==> config.mk <==
export PLATFORM = sky130hd
export DESIGN_NAME = aes_ctrl
export DESIGN_NICKNAME = d
export VERILOG_FILES = /design/src/hw/rtl/aes_pkg.sv /design/src/hw/rtl/aes_ctrl.sv
export SDC_FILE = /design/constraint.sdc
export NUM_CORES = 1
export LEC_CHECK = 0
export ABC_CLOCK_PERIOD_IN_PS = 1000
export BUFFER_PORTS_ARGS = -buffer_cell sky130_fd_sc_hd__buf_2
export CAP_MARGIN = 5
export CORE_AREA = 2 2 39 41
export DETAILED_ROUTE_END_ITERATION = 8
export DIE_AREA = 0 0 41 43
export GPL_TIMING_DRIVEN = 0
export SLEW_MARGIN = 20
export SYNTH_ARGS = -nofsm -noshare
export SYNTH_HDL_FRONTEND = slang
export SYNTH_SLANG_ARGS = --single-unit
==> constraint.sdc <==
create_clock -name clk -period 1 [get_ports clk]
set_input_delay 0 -clock clk [delete_from_list [all_inputs] [get_ports clk]]
set_output_delay 0 -clock clk [all_outputs]
set_load 0.1 [all_outputs]
==> src/hw/rtl/aes_pkg.sv <==
// AES mode engine package: payload structs, command/status types, S-boxes
// and round functions shared by the controller and datapath.
// No dependencies.
package aes_pkg;

    typedef struct packed {
        logic        restart;
        logic [63:0] block_high;
        logic [63:0] block_low;
    } in_word_t;

    typedef struct packed {
        logic [63:0] result_high;
        logic [63:0] result_low;
    } out_word_t;

    localparam logic [1:0] MODE_CBC_ENC = 2'd0;
    localparam logic [1:0] MODE_CBC_DEC = 2'd1;
    localparam logic [1:0] MODE_CTR     = 2'd2;

    localparam logic [1:0] KSZ_128 = 2'd0;
    localparam logic [1:0] KSZ_192 = 2'd1;

    localparam logic [2:0] REG_MODE = 3'd0;
    localparam logic [2:0] REG_KSZ  = 3'd1;
    localparam logic [2:0] REG_KEY0 = 3'd2;
    localparam logic [2:0] REG_KEY1 = 3'd3;
    localparam logic [2:0] REG_KEY2 = 3'd4;
    localparam logic [2:0] REG_KEY3 = 3'd5;
    localparam logic [2:0] REG_IVH  = 3'd6;
    localparam logic [2:0] REG_IVL  = 3'd7;

    typedef enum logic [2:0] {
        ST_IDLE,
        ST_KEXP,
        ST_INIT,
        ST_ROUND,
        ST_DONE,
        ST_OUT
    } state_t;

    // controller -> datapath
    typedef struct packed {
        logic       load;       // capture input word
        logic       reload_iv;  // chain from IV registers
        logic       kexp_start; // begin key schedule
        logic       kexp_step;  // one schedule word
        logic       init;       // initial key add
        logic       round;      // one cipher round
        logic       finish;     // form result, update chain
    } dp_cmd_t;

    // datapath -> controller
    typedef struct packed {
        logic       kexp_done;
        logic       last_round;
    } dp_sts_t;

    function automatic logic [7:0] sbox(input logic [7:0] a);
        logic [7:0] t [256];
        t = '{
        8'h63,8'h7c,8'h77,8'h7b,8'hf2,8'h6b,8'h6f,8'hc5,8'h30,8'h01,8'h67,8'h2b,8'hfe,8'hd7,8'hab,8'h76,
        8'hca,8'h82,8'hc9,8'h7d,8'hfa,8'h59,8'h47,8'hf0,8'had,8'hd4,8'ha2,8'haf,8'h9c,8'ha4,8'h72,8'hc0,
        8'hb7,8'hfd,8'h93,8'h26,8'h36,8'h3f,8'hf7,8'hcc,8'h34,8'ha5,8'he5,8'hf1,8'h71,8'hd8,8'h31,8'h15,
        8'h04,8'hc7,8'h23,8'hc3,8'h18,8'h96,8'h05,8'h9a,8'h07,8'h12,8'h80,8'he2,8'heb,8'h27,8'hb2,8'h75,
        8'h09,8'h83,8'h2c,8'h1a,8'h1b,8'h6e,8'h5a,8'ha0,8'h52,8'h3b,8'hd6,8'hb3,8'h29,8'he3,8'h2f,8'h84,
        8'h53,8'hd1,8'h00,8'hed,8'h20,8'hfc,8'hb1,8'h5b,8'h6a,8'hcb,8'hbe,8'h39,8'h4a,8'h4c,8'h58,8'hcf,
        8'hd0,8'hef,8'haa,8'hfb,8'h43,8'h4d,8'h33,8'h85,8'h45,8'hf9,8'h02,8'h7f,8'h50,8'h3c,8'h9f,8'ha8,
        8'h51,8'ha3,8'h40,8'h8f,8'h92,8'h9d,8'h38,8'hf5,8'hbc,8'hb6,8'hda,8'h21,8'h10,8'hff,8'hf3,8'hd2,
        8'hcd,8'h0c,8'h13,8'hec,8'h5f,8'h97,8'h44,8'h17,8'hc4,8'ha7,8'h7e,8'h3d,8'h64,8'h5d,8'h19,8'h73,
        8'h60,8'h81,8'h4f,8'hdc,8'h22,8'h2a,8'h90,8'h88,8'h46,8'hee,8'hb8,8'h14,8'hde,8'h5e,8'h0b,8'hdb,
        8'he0,8'h32,8'h3a,8'h0a,8'h49,8'h06,8'h24,8'h5c,8'hc2,8'hd3,8'hac,8'h62,8'h91,8'h95,8'he4,8'h79,
        8'he7,8'hc8,8'h37,8'h6d,8'h8d,8'hd5,8'h4e,8'ha9,8'h6c,8'h56,8'hf4,8'hea,8'h65,8'h7a,8'hae,8'h08,
        8'hba,8'h78,8'h25,8'h2e,8'h1c,8'ha6,8'hb4,8'hc6,8'he8,8'hdd,8'h74,8'h1f,8'h4b,8'hbd,8'h8b,8'h8a,
        8'h70,8'h3e,8'hb5,8'h66,8'h48,8'h03,8'hf6,8'h0e,8'h61,8'h35,8'h57,8'hb9,8'h86,8'hc1,8'h1d,8'h9e,
        8'he1,8'hf8,8'h98,8'h11,8'h69,8'hd9,8'h8e,8'h94,8'h9b,8'h1e,8'h87,8'he9,8'hce,8'h55,8'h28,8'hdf,
        8'h8c,8'ha1,8'h89,8'h0d,8'hbf,8'he6,8'h42,8'h68,8'h41,8'h99,8'h2d,8'h0f,8'hb0,8'h54,8'hbb,8'h16};
        return t[a];
    endfunction

    function automatic logic [7:0] xt(input logic [7:0] b);
        return {b[6:0], 1'b0} ^ (b[7] ? 8'h1b : 8'h00);
    endfunction

    // GF(2^8) multiply, shift-and-add over the bits of b.
    function automatic logic [7:0] gmul(input logic [7:0] a, input logic [7:0] b);
        logic [7:0] r;
        logic [7:0] x;
        r = 8'h00;
        x = a;
        for (int i = 0; i < 8; i++)
        begin
            if (b[i]) r = r ^ x;
            x = xt(x);
        end
        return r;
    endfunction

    function automatic logic [7:0] inv_sbox(input logic [7:0] a);
        logic [7:0] t [256];
        t = '{
        8'h52,8'h09,8'h6a,8'hd5,8'h30,8'h36,8'ha5,8'h38,8'hbf,8'h40,8'ha3,8'h9e,8'h81,8'hf3,8'hd7,8'hfb,
        8'h7c,8'he3,8'h39,8'h82,8'h9b,8'h2f,8'hff,8'h87,8'h34,8'h8e,8'h43,8'h44,8'hc4,8'hde,8'he9,8'hcb,
        8'h54,8'h7b,8'h94,8'h32,8'ha6,8'hc2,8'h23,8'h3d,8'hee,8'h4c,8'h95,8'h0b,8'h42,8'hfa,8'hc3,8'h4e,
        8'h08,8'h2e,8'ha1,8'h66,8'h28,8'hd9,8'h24,8'hb2,8'h76,8'h5b,8'ha2,8'h49,8'h6d,8'h8b,8'hd1,8'h25,
        8'h72,8'hf8,8'hf6,8'h64,8'h86,8'h68,8'h98,8'h16,8'hd4,8'ha4,8'h5c,8'hcc,8'h5d,8'h65,8'hb6,8'h92,
        8'h6c,8'h70,8'h48,8'h50,8'hfd,8'hed,8'hb9,8'hda,8'h5e,8'h15,8'h46,8'h57,8'ha7,8'h8d,8'h9d,8'h84,
        8'h90,8'hd8,8'hab,8'h00,8'h8c,8'hbc,8'hd3,8'h0a,8'hf7,8'he4,8'h58,8'h05,8'hb8,8'hb3,8'h45,8'h06,
        8'hd0,8'h2c,8'h1e,8'h8f,8'hca,8'h3f,8'h0f,8'h02,8'hc1,8'haf,8'hbd,8'h03,8'h01,8'h13,8'h8a,8'h6b,
        8'h3a,8'h91,8'h11,8'h41,8'h4f,8'h67,8'hdc,8'hea,8'h97,8'hf2,8'hcf,8'hce,8'hf0,8'hb4,8'he6,8'h73,
        8'h96,8'hac,8'h74,8'h22,8'he7,8'had,8'h35,8'h85,8'he2,8'hf9,8'h37,8'he8,8'h1c,8'h75,8'hdf,8'h6e,
        8'h47,8'hf1,8'h1a,8'h71,8'h1d,8'h29,8'hc5,8'h89,8'h6f,8'hb7,8'h62,8'h0e,8'haa,8'h18,8'hbe,8'h1b,
        8'hfc,8'h56,8'h3e,8'h4b,8'hc6,8'hd2,8'h79,8'h20,8'h9a,8'hdb,8'hc0,8'hfe,8'h78,8'hcd,8'h5a,8'hf4,
        8'h1f,8'hdd,8'ha8,8'h33,8'h88,8'h07,8'hc7,8'h31,8'hb1,8'h12,8'h10,8'h59,8'h27,8'h80,8'hec,8'h5f,
        8'h60,8'h51,8'h7f,8'ha9,8'h19,8'hb5,8'h4a,8'h0d,8'h2d,8'he5,8'h7a,8'h9f,8'h93,8'hc9,8'h9c,8'hef,
        8'ha0,8'he0,8'h3b,8'h4d,8'hae,8'h2a,8'hf5,8'hb0,8'hc8,8'heb,8'hbb,8'h3c,8'h83,8'h53,8'h99,8'h61,
        8'h17,8'h2b,8'h04,8'h7e,8'hba,8'h77,8'hd6,8'h26,8'he1,8'h69,8'h14,8'h63,8'h55,8'h21,8'h0c,8'h7d};
        return t[a];
    endfunction

    // byte k of a 128-bit word, byte 0 most significant
    function automatic logic [7:0] byte_of(input logic [127:0] s, input int k);
        return s[127-8*k -: 8];
    endfunction

    function automatic logic [127:0] enc_round(input logic [127:0] s, input logic last);
        logic [7:0] t [16];
        logic [7:0] a0, a1, a2, a3, al;
        logic [127:0] r;
        for (int c = 0; c < 4; c++)
            for (int i = 0; i < 4; i++)
                t[i+4*c] = sbox(byte_of(s, i + 4*((c+i)%4)));
        if (!last)
        begin
            for (int c = 0; c < 4; c++)
            begin
                a0 = t[4*c]; a1 = t[4*c+1]; a2 = t[4*c+2]; a3 = t[4*c+3];
                al = a0 ^ a1 ^ a2 ^ a3;
                t[4*c]   = a0 ^ al ^ xt(a0 ^ a1);
                t[4*c+1] = a1 ^ al ^ xt(a1 ^ a2);
                t[4*c+2] = a2 ^ al ^ xt(a2 ^ a3);
                t[4*c+3] = a3 ^ al ^ xt(a3 ^ a0);
            end
        end
        for (int k = 0; k < 16; k++) r[127-8*k -: 8] = t[k];
        return r;
    endfunction

    // inverse shift and substitute; the key add and inverse mix follow
    function automatic logic [127:0] dec_sub(input logic [127:0] s);
        logic [127:0] r;
        for (int c = 0; c < 4; c++)
            for (int i = 0; i < 4; i++)
                r[127-8*(i+4*((c+i)%4)) -: 8] = inv_sbox(byte_of(s, i + 4*c));
        return r;
    endfunction

    function automatic logic [127:0] inv_mix(input logic [127:0] s);
        logic [7:0] a0, a1, a2, a3;
        logic [127:0] r;
        for (int c = 0; c < 4; c++)
        begin
            a0 = byte_of(s, 4*c); a1 = byte_of(s, 4*c+1);
            a2 = byte_of(s, 4*c+2); a3 = byte_of(s, 4*c+3);
            r[127-32*c -: 8]    = gmul(a0,8'd14)^gmul(a1,8'd11)^gmul(a2,8'd13)^gmul(a3,8'd9);
            r[119-32*c -: 8]    = gmul(a0,8'd9)^gmul(a1,8'd14)^gmul(a2,8'd11)^gmul(a3,8'd13);
            r[111-32*c -: 8]    = gmul(a0,8'd13)^gmul(a1,8'd9)^gmul(a2,8'd14)^gmul(a3,8'd11);
            r[103-32*c -: 8]    = gmul(a0,8'd11)^gmul(a1,8'd13)^gmul(a2,8'd9)^gmul(a3,8'd14);
        end
        return r;
    endfunction

    function automatic logic [31:0] sub_word(input logic [31:0] w);
        return {sbox(w[31:24]), sbox(w[23:16]), sbox(w[15:8]), sbox(w[7:0])};
    endfunction

endpackage

==> src/hw/rtl/aes_ctrl.sv <==
// AES mode engine controller: sequences key schedule, rounds and output.
// Depends on aes_pkg.
module aes_ctrl (
    input  logic             clk,
    input  logic             rst_n,
    input  logic             in_valid,
    input  logic             in_restart,
    output logic             in_stall,
    output logic             out_valid,
    input  logic             out_stall,
    input  aes_pkg::dp_sts_t sts,
    output aes_pkg::dp_cmd_t cmd
);
    import aes_pkg::*;

    state_t state_reg, state_next;

    always_ff @(posedge clk or negedge rst_n)
    begin
        if (!rst_n) state_reg <= ST_IDLE;
        else        state_reg <= state_next;
    end

    always_comb
    begin
        state_next = state_reg;
        unique case (state_reg)
            ST_IDLE:  if (in_valid) state_next = in_restart ? ST_KEXP : ST_INIT;
            ST_KEXP:  if (sts.kexp_done) state_next = ST_INIT;
            ST_INIT:  state_next = ST_ROUND;
            ST_ROUND: if (sts.last_round) state_next = ST_DONE;
            ST_DONE:  state_next = ST_OUT;
            ST_OUT:   if (!out_stall) state_next = ST_IDLE;
            default:  state_next = ST_IDLE;
        endcase
    end

    always_comb
    begin
        cmd       = '0;
        in_stall  = 1'b1;
        out_valid = 1'b0;
        unique case (state_reg)
            ST_IDLE:
            begin
                in_stall       = 1'b0;
                cmd.load       = in_valid;
                cmd.reload_iv  = in_valid & in_restart;
                cmd.kexp_start = in_valid & in_restart;
            end
            ST_KEXP:  cmd.kexp_step = 1'b1;
            ST_INIT:  cmd.init = 1'b1;
            ST_ROUND: cmd.round = 1'b1;
            ST_DONE:  cmd.finish = 1'b1;
            ST_OUT:   out_valid = 1'b1;
            default:  cmd = '0;
        endcase
    end

    a_out_hold: assert property (@(posedge clk) disable iff (!rst_n)
        out_valid && out_stall |=> out_valid)
        else $error("result dropped while stalled");
    a_no_take_busy: assert property (@(posedge clk) disable iff (!rst_n)
        state_reg != ST_IDLE |-> in_stall)
        else $error("input taken while busy");
    a_done_out: assert property (@(posedge clk) disable iff (!rst_n)
        state_reg == ST_DONE |=> out_valid)
        else $error("finish not followed by result");
endmodule

# [Yosys cells after proc, flatten, opt, wreduce, memory -nomap -nowiden]
# Cells that the tools add are included.
[word_totals] ff_bits=3 in_bits=7 output_inout_bits=9 word_cells=26
[op_classes] n_eq_ne=9 n_mux=13 bitwise_logic=1 reduce_logical=2
[ops] op="$pmux W3 S6" n=1
[ops] op="$mux W3" n=5
[ops] op="$ne A2 B2 Y1 const B" n=4
[ops] op="$eq A3 B2 Y1 const B" n=2
[ops] op="$eq A3 B3 Y1 const B" n=2
[ops] op="$mux W1" n=6
[ops] op="$reduce_and A4 Y1" n=1
[ops] op="$eq A3 B1 Y1 const B" n=1
[ops] op="$logic_not A3 Y1" n=1
[ops] op="$mux W2" n=1
[ops] op="$and A1 B1 Y1" n=1

# [Depth between registers and ports, before layout]
# Gate-level depths: netlist (run 1).
[logic_depth] word_depth=3 ltp_mapped=4

# [Least setup slack after synthesis (run 1)]
# OpenSTA, ideal clock, no wires.
[synth_path] path_kind="register to output" from="register state_reg[0]" to="output port cmd[2] (netlist bit)" arrival_ns=2.685 setup_slack_ns=-1.685 stages_incl_launch_ff=3 cell_sequence="dfrtp_1 -> buf_6 -> nor3b_1"
[synth_lines] element="from (decl)" line="aes_ctrl.sv:16" text="state_t state_reg, state_next;"
[synth_lines] element="from (signal assigned)" line="aes_ctrl.sv:21" text="else state_reg <= state_next;"
[synth_lines] element="to (decl)" line="aes_ctrl.sv:12" text="output aes_pkg::dp_cmd_t cmd"

==> results of run 1 <==
[layout make-up]
| type | instances | area (µm²) | share of cell area (%) |
|---|---|---|---|
| well taps | 16 | 20.02 | 2.560 |
| flip-flops and latches | 3 | 76.32 | 9.760 |
| repair buffers | 30 | 371.6 | 47.52 |
| clock buffers | 4 | 26.28 | 3.360 |
| inverters | 4 | 25.02 | 3.200 |
| plain buffers | 3 | 42.54 | 5.440 |
| multi-input cells | 20 | 220.2 | 28.16 |
[worst max-delay path, cell delays in order (launching register included)]
cell and delay [ps]:
dfrtp_1 360, buf_6 120, nor3_4 190, and3_4 250
buf_12 100, buf_12 160
[per-stage QoR]
stage	setup TNS (ps)	instance area [µm²]	setup slack [ps]
2_1_floorplan	-1906	300.3	-337.2
3_3_place_gp	-2081	395.4	-444.2
3_5_place_dp	-2140	395.4	-450.7
4_1_cts	-2840	704.4	-418.7
5_1_grt	-3794	782.0	-479.3
6_report	-3281	782.0	-423.4
[layer usage]
layer,vias up,part of all wire (%),GRT usage [%]
met4,0,1.8,8.000
met2,15,56,16.88
met1,172,36,14.61
met5,-,0,0
met3,2,6.4,5.236
li1,172,-,-
[final timing paths]
kind	from	endpoint	slack, ps	depth (start not counted)
setup reg to reg	state_reg[1]	state_reg[0]	-250	4
max in group asynchronous	rst_n	state_reg[2]	790	2
setup / recovery	state_reg[0]	cmd[5]	-420	5
hold reg to reg	state_reg[2]	state_reg[1]	730	3
min in group asynchronous	rst_n	state_reg[1]	90	2
hold / removal	sts[0]	state_reg[2]	60	3
[layout by cell type, fill, tap and decap left out, drive strengths merged, types with 2 or more instances in the layout]
| master | instances |
|---|---|
| nor2 | 2 |
| dfrtp | 3 |
| buf | 32 |
| inv | 4 |
| o21ai | 2 |
| nand2 | 4 |
| and3 | 2 |
| nor3 | 2 |
| clkbuf | 4 |
| a211oi | 2 |
[what timing repair did]
action,CTS,global route
pin swaps,5,5
endpoints found under the setup margin,11,12
hold buffers,1,0
setup buffers,10,4
endpoints found under the hold margin,3,0
cloned,1,0
resized for setup,47,17
[kinds of logic after synthesis]
family | count (synthesis) | synth area share (%)
buffers and inverters | 7 | 19.25
and+or+nand+nor | 13 | 27.81
DFF | 3 | 32.08
AOI/OAI and AO/OA | 7 | 20.86
==> results.json, run 1 <==
{
  "vias": 361,
  "routed_wl_um": 984,
  "max_cap_viol_count": 0,
  "grt_pass1_wl_mm": 1.407,
  "ioPinCount": 16,
  "grt_overflow": 0,
  "cts.root.buffer_cell": "clkbuf_4",
  "cts_buffers": 3,
  "finalClockSkew_ps": 1.756,
  "synthTopCellsByArea": "dfrtp_1 32%, buf_6 9.6%, a211oi_1 6.4%, inv_1 6.4%, nand2_1 6.4%",
  "nNetsFinal": 72,
  "fillerInstances": 120,
  "slew_viol_final": 0,
  "ys_seq_elements": 3,
  "dp_cells": 61,
  "crit_required_ps": 1000,
  "ys.warnings.count": 0,
  "drt_iter0_drc": 8,
  "rsz0062_at_grt": "true",
  "worstSkewPairLatency_ps": 230,
  "synth_ff_type": "dfrtp_1",
  "status": "complete, but fails checks",
  "post_drt_wl_per_cell_um": 12.30,
  "ant_nets": 0,
  "critPathArrivalTime_ps": 1420,
  "crit_fanout": 3,
  "dr.pass1.iters": 5,
  "largest_reg_flops": 3,
  "ys_types": 16,
  "dp_hpwl_um": 452.5,
  "cts_tree": "built",
  "syn_avg_cell_area_um2": 7.799,
  "whs_ps": 64.35,
  "syn_area_um2": 234.0,
  "final_cells": 80,
  "synthArstFlopShare_pct": 100.0,
  "cp-start-kind": "register",
  "synth_cells": 30,
  "die_y_um": 43,
  "yosys.area.top_type_share_pct": 32.09,
  "max_freq_mhz": 702.5,
  "synthTopCellsByCount": "4 x inv_1, 4 x nand2_1, 3 x dfrtp_1",
  "grt_pass1_vias": 347,
  "end_kind": "output pin",
  "die_area_mm2": 0.001763,
  "setup_violations": 12,
  "areaGrowthSynthToFinish_pct": 234.2,
  "fp.dieW_um": 41,
  "clk_pin_slew_ps": 40,
  "htreeDepth": 1,
  "antenna_found_initial": 0,
  "hp-class": "in -> reg",
  "setup_ws_ps": -423.4,
  "path_class": "reg -> out",
  "synth_edf_count": 0,
  "io_buffers": 15,
  "syn_nets": 37,
  "fin_util_pct": 56.51,
  "vias_per_cell": 4.513,
  "initial_utilization_pct": 16.91,
  "synth-seq-area-share_pct": 32.09,
  "drc": 0,
  "core_area_mm2": 0.001384,
  "finalHoldViolations": 0,
  "slew_headroom_pct": 81.96,
  "clk_path_buf_depth": 2,
  "violations": "setup timing",
  "gp_congestion": 0.7546,
  "rows": 14,
  "worst_pin_slew_ps": 270.6,
  "track_usage_pct": 12.19,
  "drive_above_1_share_pct": 79.69,
  "grt_start_max_net_pins": 6,
  "synth_area_leader_cell": "dfrtp_1",
  "clock-sinks": 3,
  "n_antenna_cell": 0,
  "period_needed_ps": 1423,
  "fin_crit_sh_pct": 142.3
}
Power of run 1 is not shown: default switching activity piles up to over one toggle a cycle in this logic, so the estimate is an artifact.
==> inputs of run 2 (changes only) <==
Settings changed: SKIP_LAST_GASP set to 1.
==> run 2 against run 1 <==
Global-route usage grew 1.0 points. Hold slack lost 2.3 ps. Sequential cell count is the same. Final cell count grew 1.3%. Sequential share of layout area is essentially flat. Fmax shrank 0.33%. Non-clock buffer count grew 1. The run still ends with setup timing left. Critical path type unchanged. Count of clock-buffer cells in the layout is the same. Critical path depth is the same. Routed wire length grew 10%. Critical endpoint unchanged. Cell area grew 0.16%.
==> results.json, run 2 (synthesis gave the netlist of run 1 again) <==
{
  "ioPinCount": 16,
  "cp-start-kind": "register",
  "final_cells": 81,
  "grt_start_max_net_pins": 6,
  "grt_overflow": 0,
  "crit_required_ps": 1000,
  "critPathArrivalTime_ps": 1430,
  "dp_cells": 61,
  "die_y_um": 43,
  "post_drt_wl_per_cell_um": 13.40,
  "cts_tree": "built",
  "path_class": "reg -> out",
  "io_buffers": 15,
  "finalHoldViolations": 0,
  "vias_per_cell": 4.568,
  "rows": 14,
  "core_area_mm2": 0.001384,
  "mostFrequentLayoutCell": "buf_12",
  "htreeDepth": 1,
  "largest_reg_flops": 3,
  "whs_ps": 62.04,
  "fin_crit_sh_pct": 142.8,
  "routed_wl_mm": 1.085,
  "ant_nets": 0,
  "slew_viol_final": 0,
  "dp_hpwl_um": 452.5,
  "drc": 0,
  "slew_headroom_pct": 81.50,
  "hp-class": "in -> reg",
  "max_freq_mhz": 700.2,
  "die_area_mm2": 0.001763,
  "clk_pin_slew_ps": 40,
  "drt_iter0_drc": 7,
  "initial_utilization_pct": 16.91,
  "grt_pass1_wl_mm": 1.504,
  "worstSkewPairLatency_ps": 230,
  "dr.pass1.iters": 4,
  "gp_congestion": 0.7546,
  "finalClockSkew_ps": 1.772,
  "period_needed_ps": 1428,
  "status": "complete, but fails checks",
  "drive_above_1_share_pct": 81.54,
  "antenna_found_initial": 0,
  "nNetsFinal": 73,
  "worst_pin_slew_ps": 277.5,
  "rsz0062_at_grt": "true",
  "setup_ws_ps": -428.1,
  "grt_pass1_vias": 353,
  "cts.root.buffer_cell": "clkbuf_4",
  "mostFrequentLayoutCells": "11 x buf_12, 9 x buf_6, 6 x buf_2, 6 x buf_4, 3 x clkbuf_4",
  "violations": "setup timing",
  "track_usage_pct": 13.19,
  "clk_path_buf_depth": 2,
  "vias": 370,
  "crit_fanout": 3,
  "clock-sinks": 3,
  "n_antenna_cell": 0,
  "fp.dieW_um": 41,
  "setup_violations": 12,
  "areaGrowthSynthToFinish_pct": 234.8,
  "max_cap_viol_count": 0,
  "end_kind": "output pin",
  "cts_buffers": 3
}
[run 2: cell types whose count changed in the layout (fill, tap and decap cells not counted)]
cell	delta
buf_4	+1
and3_2	+1
o22ai_2	+1
nand2_8	-1
and3_4	-1
o22ai_1	-1
nand2_4	+1
[run 2: timing repair]
item,CTS,global route
buffers inserted,10,5
endpoints found under the hold margin,3,0
hold buffers,1,0
resized for setup,44,19
gates cloned,1,0
pin swaps,5,6
setup endpoints to repair,11,12
[run 2: final timing paths]
check | startpoint | end | slack [ps] | depth (start not counted)
max | state_reg[0] | cmd[5] | -430 | 5
min | sts[0] | state_reg[2] | 60 | 3
max reg2reg | state_reg[1] | state_reg[0] | -260 | 4
min reg2reg | state_reg[2] | state_reg[1] | 740 | 3
max in group asynchronous | rst_n | state_reg[2] | 790 | 2
min in group asynchronous | rst_n | state_reg[1] | 90 | 2
[run 2: final cells by class]
type,count,area (µm²)
Inverter,4,25.02
Multi-Input combinational cell,20,214.0
Sequential cell,3,76.32
Timing Repair Buffer,31,379.1
Buffer,3,42.54
Tap cell,16,20.02
Clock buffer,4,26.28
Fill cell,120,600.6
[run 2: worst max-delay path: stages (launching register included)]
cell	delay (ps)
dfrtp_1	360
buf_6	130
nor3_4	190
and3_4	250
buf_12	100
buf_12	160
[run 2: metrics by stage]
step                utilization (%)  area [µm²]  setup WS [ps]  TNS, ps
detailed placement            28.57       395.4         -450.7    -2140
floorplan                         -       300.3         -337.2    -1906
CTS                           50.18       694.4         -418.7    -2921
global placement              28.57       395.4         -444.2    -2081
finish                        56.60       783.3         -428.1    -3426
global route                  56.60       783.3         -488.3    -3938
[run 2: routing by layer]
metal	global-route usage [%]	vias to the layer above	part of all wire, %
li1	-	172	-
met1	14.94	179	35
met2	19.69	19	58
met3	5.236	0	7.0
met4	8.000	0	0
met5	0	-	0
Power of run 2 is left out for the same reason.
==> inputs of run 3 (changes only) <==
Settings changed: ABC_AREA set to 1, GPL_TIMING_DRIVEN 0 to unset.
==> run 3 against run 2 <==
The run still ends with setup timing left. First-iteration DRC count is 71% lower. Sequential cell count stayed put. Largest cell class unchanged. Routed wire length is 3.0% lower. Final cell count is 23% higher. Hold slack worse by 1.1 ps. Area after synthesis is 32% higher.
==> results.json, run 3 <==
{
  "status": "complete, but fails checks",
  "violations": "setup timing",
  "critPathArrivalTime_ps": 1360,
  "fp.dieW_um": 41,
  "grt_overflow": 0,
  "htreeDepth": 1,
  "n_antenna_cell": 0,
  "synth.most_common_cell": "nand2_1",
  "clk_pin_slew_ps": 40,
  "setup_violations": 12,
  "grt_pass1_wl_mm": 1.614,
  "synthArstFlopShare_pct": 100.0,
  "ioPinCount": 16,
  "vias": 419,
  "track_usage_pct": 13.97,
  "ys.warnings.count": 0,
  "vias_per_cell": 4.190,
  "synth_edf_count": 0,
  "cts.root.buffer_cell": "clkbuf_4",
  "rows": 14,
  "antenna_found_initial": 0,
  "syn_avg_cell_area_um2": 6.549,
  "syn_area_um2": 307.8,
  "worstSkewPairLatency_ps": 240,
  "nNetsFinal": 92,
  "slowest_stage": "dfrtp_2",
  "synth-seq-area-share_pct": 24.39,
  "areaGrowthSynthToFinish_pct": 165.0,
  "synth_area_leader_cell": "dfrtp_1",
  "setup_tns_ps": -3270,
  "crit_chain": "nor2_4 -> nand2_2 -> nor3_4 -> buf_12",
  "use_met2_pct": 24.06,
  "io_buffers": 15,
  "synthTopCellsByArea": "dfrtp_1 24%, nand3_1 11%, nand2_1 11%, inv_1 9.8%, nor2_2 6.1%",
  "max_cap_viol_count": 0,
  "die_y_um": 43,
  "core_area_mm2": 0.001384,
  "fin_crit_sh_pct": 136.3,
  "die_area_mm2": 0.001763,
  "drive_above_1_share_pct": 75.00,
  "crit_buf_inv": 1,
  "routed_wl_mm": 1.052,
  "largest_reg_flops": 3,
  "ant_nets": 0,
  "slew_headroom_pct": 81.82,
  "use_met1_pct": 14.19,
  "grt_start_max_net_pins": 7,
  "drc": 0,
  "path_class": "reg -> out",
  "finalClockSkew_ps": 6.301,
  "slew_viol_final": 0,
  "mostFrequentLayoutCell": "buf_4",
  "grt_busiest_layer": "met2",
  "period_needed_ps": 1363,
  "clock-sinks": 3,
  "post_drt_wl_per_cell_um": 10.52,
  "crit_fanout": 4,
  "max_freq_mhz": 733.5,
  "ys_seq_elements": 3,
  "mostFrequentLayoutCells": "14 x buf_4, 9 x buf_12, 6 x nand3_1, 6 x buf_2",
  "crit_path_max_incr_delay_ps": 430,
  "synth_cells": 47,
  "dr.pass1.iters": 4,
  "finalHoldViolations": 0,
  "met3_usage_pct": 1.571,
  "worst_pin_slew_ps": 271.8,
  "path_delay_family": "simple AND/OR/NAND/NOR gates",
  "syn_nets": 54,
  "cts_tree": "built",
  "hp-class": "in -> reg",
  "dp_hpwl_um": 699.6,
  "cp-start-kind": "register",
  "fillerInstances": 121,
  "cts_buffers": 3,
  "clk_path_buf_depth": 2,
  "crit_required_ps": 1000,
  "whs_ps": 60.91,
  "gp_congestion": 0.8506,
  "setup_ws_ps": -363.3,
  "ys_types": 18,
  "grt_pass1_vias": 413,
  "yosys.area.top_type_share_pct": 24.39,
  "drt_iter0_drc": 2,
  "synth_ff_type": "dfrtp_1",
  "initial_utilization_pct": 22.24,
  "end_kind": "output pin",
  "fin_util_pct": 58.95,
  "rsz0062_at_grt": "true",
  "synthTopCellsByCount": "9 x nand2_1, 8 x inv_1, 7 x nand3_1"
}
run 3: cell count changes in the layout (fill, tap and decap cells not counted), moves of 3 or more:
cell	delta
nand2_1	+3
buf_4	+8
inv_2	+3
clkinvlp_4	+3
nand2_2	+4
nand3_1	+6
buf_6	-4
run 3: cell families (layout without fill, tap and decap cells):
group           count (synthesis)  in the layout  share of synthesized area [%]
compound gates                  2              2                          4.064
buf+inv                        12             49                          19.92
flops                           3              3                          24.39
simple gates                   30             30                          51.63
run 3: layer usage:
| metal | part of all wire (%) | up-vias |
|---|---|---|
| met5 | 0 | - |
| met4 | 0 | 0 |
| met3 | 3.3 | 0 |
| met2 | 59 | 12 |
| met1 | 38 | 187 |
| li1 | - | 220 |
run 3: area by class of cell:
class	instances	area (µm²)	share of cell area [%]
timing repair buffer	35	381.6	46.78
multi-input combinational	32	255.2	31.29
sequential	3	78.83	9.663
inverter	10	53.80	6.595
clock buffer	4	26.28	3.221
tap	16	20.02	2.454
run 3: worst paths after layout:
path                               from           end  slack [ps]  cells past startpoint
max reg2reg                state_reg[1]  state_reg[1]        -260                      8
min                              sts[0]  state_reg[1]          60                      4
min in group asynchronous         rst_n  state_reg[1]          90                      2
max                        state_reg[1]        cmd[5]        -360                      4
min reg2reg                state_reg[2]  state_reg[1]         760                      4
max in group asynchronous         rst_n  state_reg[2]         790                      2
run 3: through the flow:
| stage | cells | worst slack, ps | instance area (µm²) |
|---|---|---|---|
| after floorplan | 47 | -816.2 | 367.9 |
| after global placement | 87 | -141.7 | 649.4 |
| after detailed placement | 87 | -161.4 | 649.4 |
| after CTS | 97 | -340.0 | 772.0 |
| after global routing | 100 | -416.3 | 815.8 |
| final | 100 | -363.3 | 815.8 |
run 3: worst register-to-register path, stage by stage, from the launching register on:
cell	delay, ps
dfrtp_2	430
nor2_4	160
nand2_2	90
buf_4	140
buf_4	130
nand2_2	40
nor2_1	40
nand3_1	70
nand2_1	50
run 3: what timing repair did:
item	in CTS	in global routing
gates resized for setup	12	5
gates cloned	0	0
hold endpoints to repair	3	0
setup endpoints to repair	12	12
pin swaps	4	3
buffers inserted	5	3
hold buffers	1	0
Power of run 3 is left out for the same reason.
